==> src/hdl/sdst_pkg.sv <==
// package for the set difference and subset test block
// holds shared widths, request codes, state encoding and control structs
// no dependencies
package sdst_pkg;

  // element width and default table size
  localparam int ELEM_W        = 32;
  localparam int DEPTH_DEFAULT = 64;

  // request codes
  localparam logic [1:0] REQ_CLEAR = 2'd0;
  localparam logic [1:0] REQ_LOAD  = 2'd1;
  localparam logic [1:0] REQ_QUERY = 2'd2;

  // controller states
  typedef enum logic [1:0] {
    ST_IDLE,
    ST_SCAN,
    ST_FIN
  } state_t;

  // commands from controller to datapath
  typedef struct packed {
    logic accept;       // request taken this cycle
    logic start_query;  // latch query element, restart scan
    logic issue_read;   // read next table entry
    logic finish;       // write result to output register
  } cmd_t;

  // status from datapath to controller
  typedef struct packed {
    logic is_query;     // pending request is a query
    logic scan_done;    // every loaded entry has been read
    logic out_free;     // output register can take a result
  } stat_t;

endpackage

==> src/hdl/sdst_dp.sv <==
// datapath for the set difference block: reference table memory,
// entry count, scan index, compare, subset and overflow flags, result register
// uses sdst_pkg
module sdst_dp
  import sdst_pkg::*;
#(
  parameter int TABLE_DEPTH = DEPTH_DEFAULT
) (
  input  logic                     clk,
  input  logic                     rst_n,
  // request payload
  input  logic [1:0]               in_req_type,
  input  logic signed [ELEM_W-1:0] in_element,
  input  logic                     in_last_of_set,
  // result channel
  output logic                     out_valid,
  input  logic                     out_ready,
  output logic signed [ELEM_W-1:0] out_query_value,
  output logic                     out_found_in_table,
  output logic                     out_in_difference,
  output logic                     out_subset_so_far,
  output logic                     out_last_out,
  output logic                     out_overflowed,
  // control
  input  cmd_t                     cmd,
  output stat_t                    stat
);

  localparam int CNT_W = $clog2(TABLE_DEPTH + 1);
  localparam int IDX_W = (TABLE_DEPTH > 1) ? $clog2(TABLE_DEPTH) : 1;

  logic signed [ELEM_W-1:0] table_mem [TABLE_DEPTH];
  logic signed [ELEM_W-1:0] rd_data_r;
  logic                     rd_valid_r;
  logic [CNT_W-1:0]         count_r;
  logic [CNT_W-1:0]         idx_r;
  logic                     overflow_r;
  logic                     all_found_r;
  logic                     found_r;
  logic signed [ELEM_W-1:0] qval_r;
  logic                     qlast_r;
  logic                     out_valid_r;
  logic                     subset;
  logic                     do_load;
  logic                     do_clear;
  logic                     has_room;

  // request decode
  assign do_load  = cmd.accept && (in_req_type == REQ_LOAD);
  assign do_clear = cmd.accept && (in_req_type == REQ_CLEAR);
  assign has_room = count_r < CNT_W'(TABLE_DEPTH);

  // status to controller
  assign stat.is_query  = (in_req_type == REQ_QUERY);
  assign stat.scan_done = (idx_r == count_r);
  assign stat.out_free  = !out_valid_r || out_ready;

  // table write on load
  always_ff @(posedge clk) begin
    if (do_load && has_room) begin
      table_mem[count_r[IDX_W-1:0]] <= in_element;
    end
  end

  // registered table read during scan
  always_ff @(posedge clk) begin
    if (cmd.issue_read) begin
      rd_data_r <= table_mem[idx_r[IDX_W-1:0]];
    end
  end

  // entry count and sticky overflow
  always_ff @(posedge clk) begin
    if (!rst_n) begin
      count_r    <= '0;
      overflow_r <= 1'b0;
    end else if (do_clear) begin
      count_r    <= '0;
      overflow_r <= 1'b0;
    end else if (do_load) begin
      if (has_room) begin
        count_r <= count_r + 1'b1;
      end else begin
        overflow_r <= 1'b1;
      end
    end
  end

  // scan index, read-data valid and match flag
  always_ff @(posedge clk) begin
    if (!rst_n) begin
      idx_r      <= '0;
      rd_valid_r <= 1'b0;
      found_r    <= 1'b0;
    end else begin
      rd_valid_r <= cmd.issue_read;
      if (cmd.start_query) begin
        idx_r   <= '0;
        found_r <= 1'b0;
      end else begin
        if (cmd.issue_read) begin
          idx_r <= idx_r + 1'b1;
        end
        if (rd_valid_r && (rd_data_r == qval_r)) begin
          found_r <= 1'b1;
        end
      end
    end
  end

  // query element held for the scan
  always_ff @(posedge clk) begin
    if (cmd.start_query) begin
      qval_r  <= in_element;
      qlast_r <= in_last_of_set;
    end
  end

  // subset tracking, restarts after the last element of a set
  assign subset = all_found_r && found_r;

  always_ff @(posedge clk) begin
    if (!rst_n) begin
      all_found_r <= 1'b1;
    end else if (cmd.finish) begin
      all_found_r <= qlast_r ? 1'b1 : subset;
    end
  end

  // output register
  always_ff @(posedge clk) begin
    if (!rst_n) begin
      out_valid_r <= 1'b0;
    end else if (cmd.finish) begin
      out_valid_r <= 1'b1;
    end else if (out_ready) begin
      out_valid_r <= 1'b0;
    end
  end

  always_ff @(posedge clk) begin
    if (cmd.finish) begin
      out_query_value    <= qval_r;
      out_found_in_table <= found_r;
      out_in_difference  <= !found_r;
      out_subset_so_far  <= subset;
      out_last_out       <= qlast_r;
      out_overflowed     <= overflow_r;
    end
  end

  assign out_valid = out_valid_r;

endmodule

==> config.mk <==
export PLATFORM = sky130hd
export DESIGN_NAME = sdst_dp
export DESIGN_NICKNAME = d
export VERILOG_FILES = /design/src/hdl/sdst_pkg.sv /design/src/hdl/sdst_dp.sv
export SDC_FILE = /design/constraint.sdc
export NUM_CORES = 2
export LEC_CHECK = 0
export BUFFER_PORTS_ARGS = -buffer_cell sky130_fd_sc_hd__clkbuf_2
export CAP_MARGIN = 20
export CORE_ASPECT_RATIO = 0.9
export CORE_MARGIN = 10
export CORE_UTILIZATION = 59
export CTS_BUF_LIST = sky130_fd_sc_hd__clkbuf_8
export DETAILED_ROUTE_END_ITERATION = 16
export PLACE_DENSITY = 0.85
export SLEW_MARGIN = 20
export SYNTH_ARGS = -nofsm -noshare
export SYNTH_HDL_FRONTEND = slang
export SYNTH_SLANG_ARGS = --single-unit
==> constraint.sdc <==
create_clock -name clk -period 3.5 [get_ports clk]
set_clock_uncertainty 0.2 [all_clocks]
set_input_delay 0 -clock clk [delete_from_list [all_inputs] [get_ports clk]]
set_output_delay 0 -clock clk [all_outputs]
set_load 0.005 [all_outputs]
==> flow_summary_export.csv <==
group,metric,value,unit
timing,worst_slew_pin_slew,1.13,ns
clock_tree,clockRootBuffer,"clkbuf_8",
status,status,"finished clean",
routing,via_per_inst,6.91,
timing,hold_slack,0.0723,ns
global_routing,grt_pass1_vias,43700,
placement,place_inst,5604,
timing,slew_headroom,0.241,
global_routing,grt_first_pass_wirelength,309,mm
global_routing,grt_overflow_total,0,
routing,drtPass1Iterations,6,
critical_path,reg2reg_from,"idx_r[2]",
hold_path,min_path_cells,3,
cells_and_area,synthToLayoutAreaGrowth,13.9,%
synth,yosysWarnings,0,
floorplanning,rows,130,
critical_path,cp.arrival,4.00,ns
power_and_ir_drop,comb_power_share,0.031,
floorplanning,ios,83,
clock_tree,cts_tree,"done",
power_and_ir_drop,cellInternalPower,0.0385,W
timing,grt_setup_unrepaired,"no",
synth,avgSynthCellArea,22.9,um^2
floorplanning,initial_core_util,0.594,
global_routing,grt_max_degree,75,
critical_path,crit_type,"flip-flop to flip-flop",
timing,max_clock_freq,286,MHz
placement,post-dp-hpwl,127,mm
critical_path,crit_fanout,37,
synth,synth.distinct_cells,47,
clock_tree,cts_max_level,5,
critical_path,critPathLaunchType,"flip-flop",
cells_and_area,nets,4195,
synth,ys_async_sr_fraction,0,
synth,synth_edf_count,2150,
timing,fin_setup_tns,0,ns
floorplanning,die_y,375,um
power_and_ir_drop,switching_share,0.214,
power_and_ir_drop,pwr_density_cell,521,mW/mm^2
hold_path,hp-start,"in_element[13]",
synth,ys_ff_latch,2169,
timing,period_minus_slack,3.50,ns
routing,drt_iter0_markers,7305,
clock_tree,clk_pin_slew,0.08,ns
synth,syn-num-nets,3658,
routing,drc_errors,0,
cells_and_area,final_cells,6241,
clock_tree,cts_made_buffers,326,
critical_path,reg2reg_slack,0.002,ns
global_routing,antenna_found_initial,7,
hold_path,hp-class,"input port to flip-flop",
routing,routed_wl,216,mm
cells_and_area,num-fill-cells,7702,
critical_path,crit_required,4.00,ns
cells_and_area,multi_input_area,0.0172,mm^2
power_and_ir_drop,p_leak,29.0,nW
clock_tree,clock_latency,1.02,ns
synth,ys_seq_area_frac,0.785,
power_and_ir_drop,clkPwrFrac,0.382,
power_and_ir_drop,ir_drop,0.451,mV
cells_and_area,post-route-util,0.676,
clock_tree,cts_buffer_depth,4,
routing,wire_per_inst,34.6,um
routing,vias,43100,
cells_and_area,seq_area,0.0650,mm^2
critical_path,reg2reg_to,"rd_data_r[10]",
timing,fin_crit_sh,1.00,
floorplanning,chipWidth,415,um
global_routing,grt_usage,0.275,
floorplanning,core-area,0.139,mm^2
synth,synth_area,0.0827,mm^2
floorplanning,die_area,0.156,mm^2
placement,gp_congestion,0.876,
power_and_ir_drop,pwr-share-seq,0.587,
critical_path,crit_path_end_kind,"flip-flop",
timing,finalHoldViolations,0,
synth,synth_flop_cell,"edfxtp_1",
clock_tree,cts_sinks,2169,
synth,syn_inst,3614,
routing,ant_nets,0,
timing,slew_viol_final,0,
power_and_ir_drop,p_switching,0.0105,W
hold_path,holdPathEnd,"table_mem[52][13]",
critical_path,r2r_cells,6,
placement,io_buffer_count,82,
timing,setup_viol,0,
run,max-cap-violations,0,
cells_and_area,drive_above_1_share,0.297,
worst max-delay path, stage by stage (launching register included):
cell,delay (ns)
dfxtp_4,0.66
buf_12,0.30
nor2b_1,0.12
nand2_1,0.50
o22ai_1,0.32
o32ai_1,0.87
a21oi_1,0.10
how the worst max path moves through the flow:
stage	start	end	cells after the start
finish	idx_r[2]	rd_data_r[10]	6
global route	count_r[6]	table_mem[16][15]	8
CTS	idx_r[0]	rd_data_r[28]	7
detailed placement	idx_r[1]	rd_data_r[5]	7
global placement	idx_r[0]	rd_data_r[28]	7
floorplan	count_r[6]	table_mem[63][0]	6
metrics by stage:
step                      total power, W  setup WS, ns  area [um^2]
after floorplan                   0.0299         0.151        82700
after global routing              0.0503        0.0168        94200
after global placement            0.0307        -0.151        87800
after detailed placement          0.0308        0.0159        87800
after CTS                         0.0491        0.0567        94200
final                             0.0490       0.00155        94200
kinds of logic after synthesis:
| family | Yosys count | synth area share |
|---|---|---|
| XOR/XNOR | 48 | 0.00508 |
| adder cells (fa/ha/maj) | 2 | 0.000302 |
| flip-flops | 2169 | 0.785 |
| buffers and inverters | 196 | 0.0132 |
| AO/OA/AOI/OAI | 233 | 0.0202 |
| AND/OR/NAND/NOR | 224 | 0.0126 |
| multiplexers | 742 | 0.164 |
cells in the mapped netlist (all sizes together) (10+ instances only):
library cell | instances | share of area
buf | 139 | 0.011
dfxtp | 19 | 0.0046
mux2 | 10 | 0.0014
edfxtp | 2150 | 0.78
clkbuf | 54 | 0.0025
nor2 | 106 | 0.0049
a22oi | 28 | 0.0025
nand2 | 42 | 0.0019
nand2b | 13 | 0.00098
xor2 | 41 | 0.0043
a21oi | 49 | 0.0030
nor2b | 11 | 0.00083
a221oi | 18 | 0.0019
a22o | 36 | 0.0038
a2111oi | 14 | 0.0015
a211oi | 18 | 0.0016
mux2i | 244 | 0.030
mux4 | 488 | 0.13
o22ai | 38 | 0.0029
o32ai | 10 | 0.0011
power groups by stage:
stage	clock, W	sequential [W]	combinational (W)
finish	0.0187	0.0288	0.00154
detailed placement	0	0.0293	0.00146
floorplan	0	0.0292	0.000673
global placement	0	0.0293	0.00139
CTS	0.0188	0.0288	0.00153
global route	0.0200	0.0288	0.00162
registers in the layout, summed over array words and instances, names as in the netlist, 7 cells and up:
signal,cells
qval_r,32
count_r,7
out_query_value,32
rd_data_r,32
idx_r,7
table_mem,2048
final cells by class:
class / count / share of cell area
inverters: 3 / 0.000120
repair buffers: 402 / 0.0422
flip-flops and latches: 2169 / 0.689
clock inverters: 229 / 0.0118
clock buffers: 335 / 0.0489
diodes: 6 / 0.000159
well taps: 1848 / 0.0245
multi-input cells: 1249 / 0.183
cells in the final DEF (no fill, tap or decap), types with 38 or more instances in the layout:
cell type / count
inv_1: 103
mux2i_1: 244
buf_12: 79
mux4_2: 488
o22ai_1: 38
clkbuf_2: 78
clkinv_1: 78
nor2_1: 39
xor2_1: 41
edfxtp_1: 2150
clkbuf_8: 335
buf_4: 174
nor2_4: 64
a21oi_1: 49
dlygate4sd3_1: 67
nand2_1: 41
layer usage:
metal,vias up,wire (um),GRT usage
met1,21900,73100,0.370
li1,16400,-,-
met5,-,47,0
met2,4118,102000,0.423
met4,8,10100,0.121
met3,655,31100,0.0784
what timing repair did:
item,4_1_cts,5_1_grt
gates resized for setup,2,3
buffers inserted,0,0
hold buffers,66,1
setup endpoints to repair,2,3
hold endpoints to repair,2375,52
Note: power is estimated with default switching activity, not from simulation.
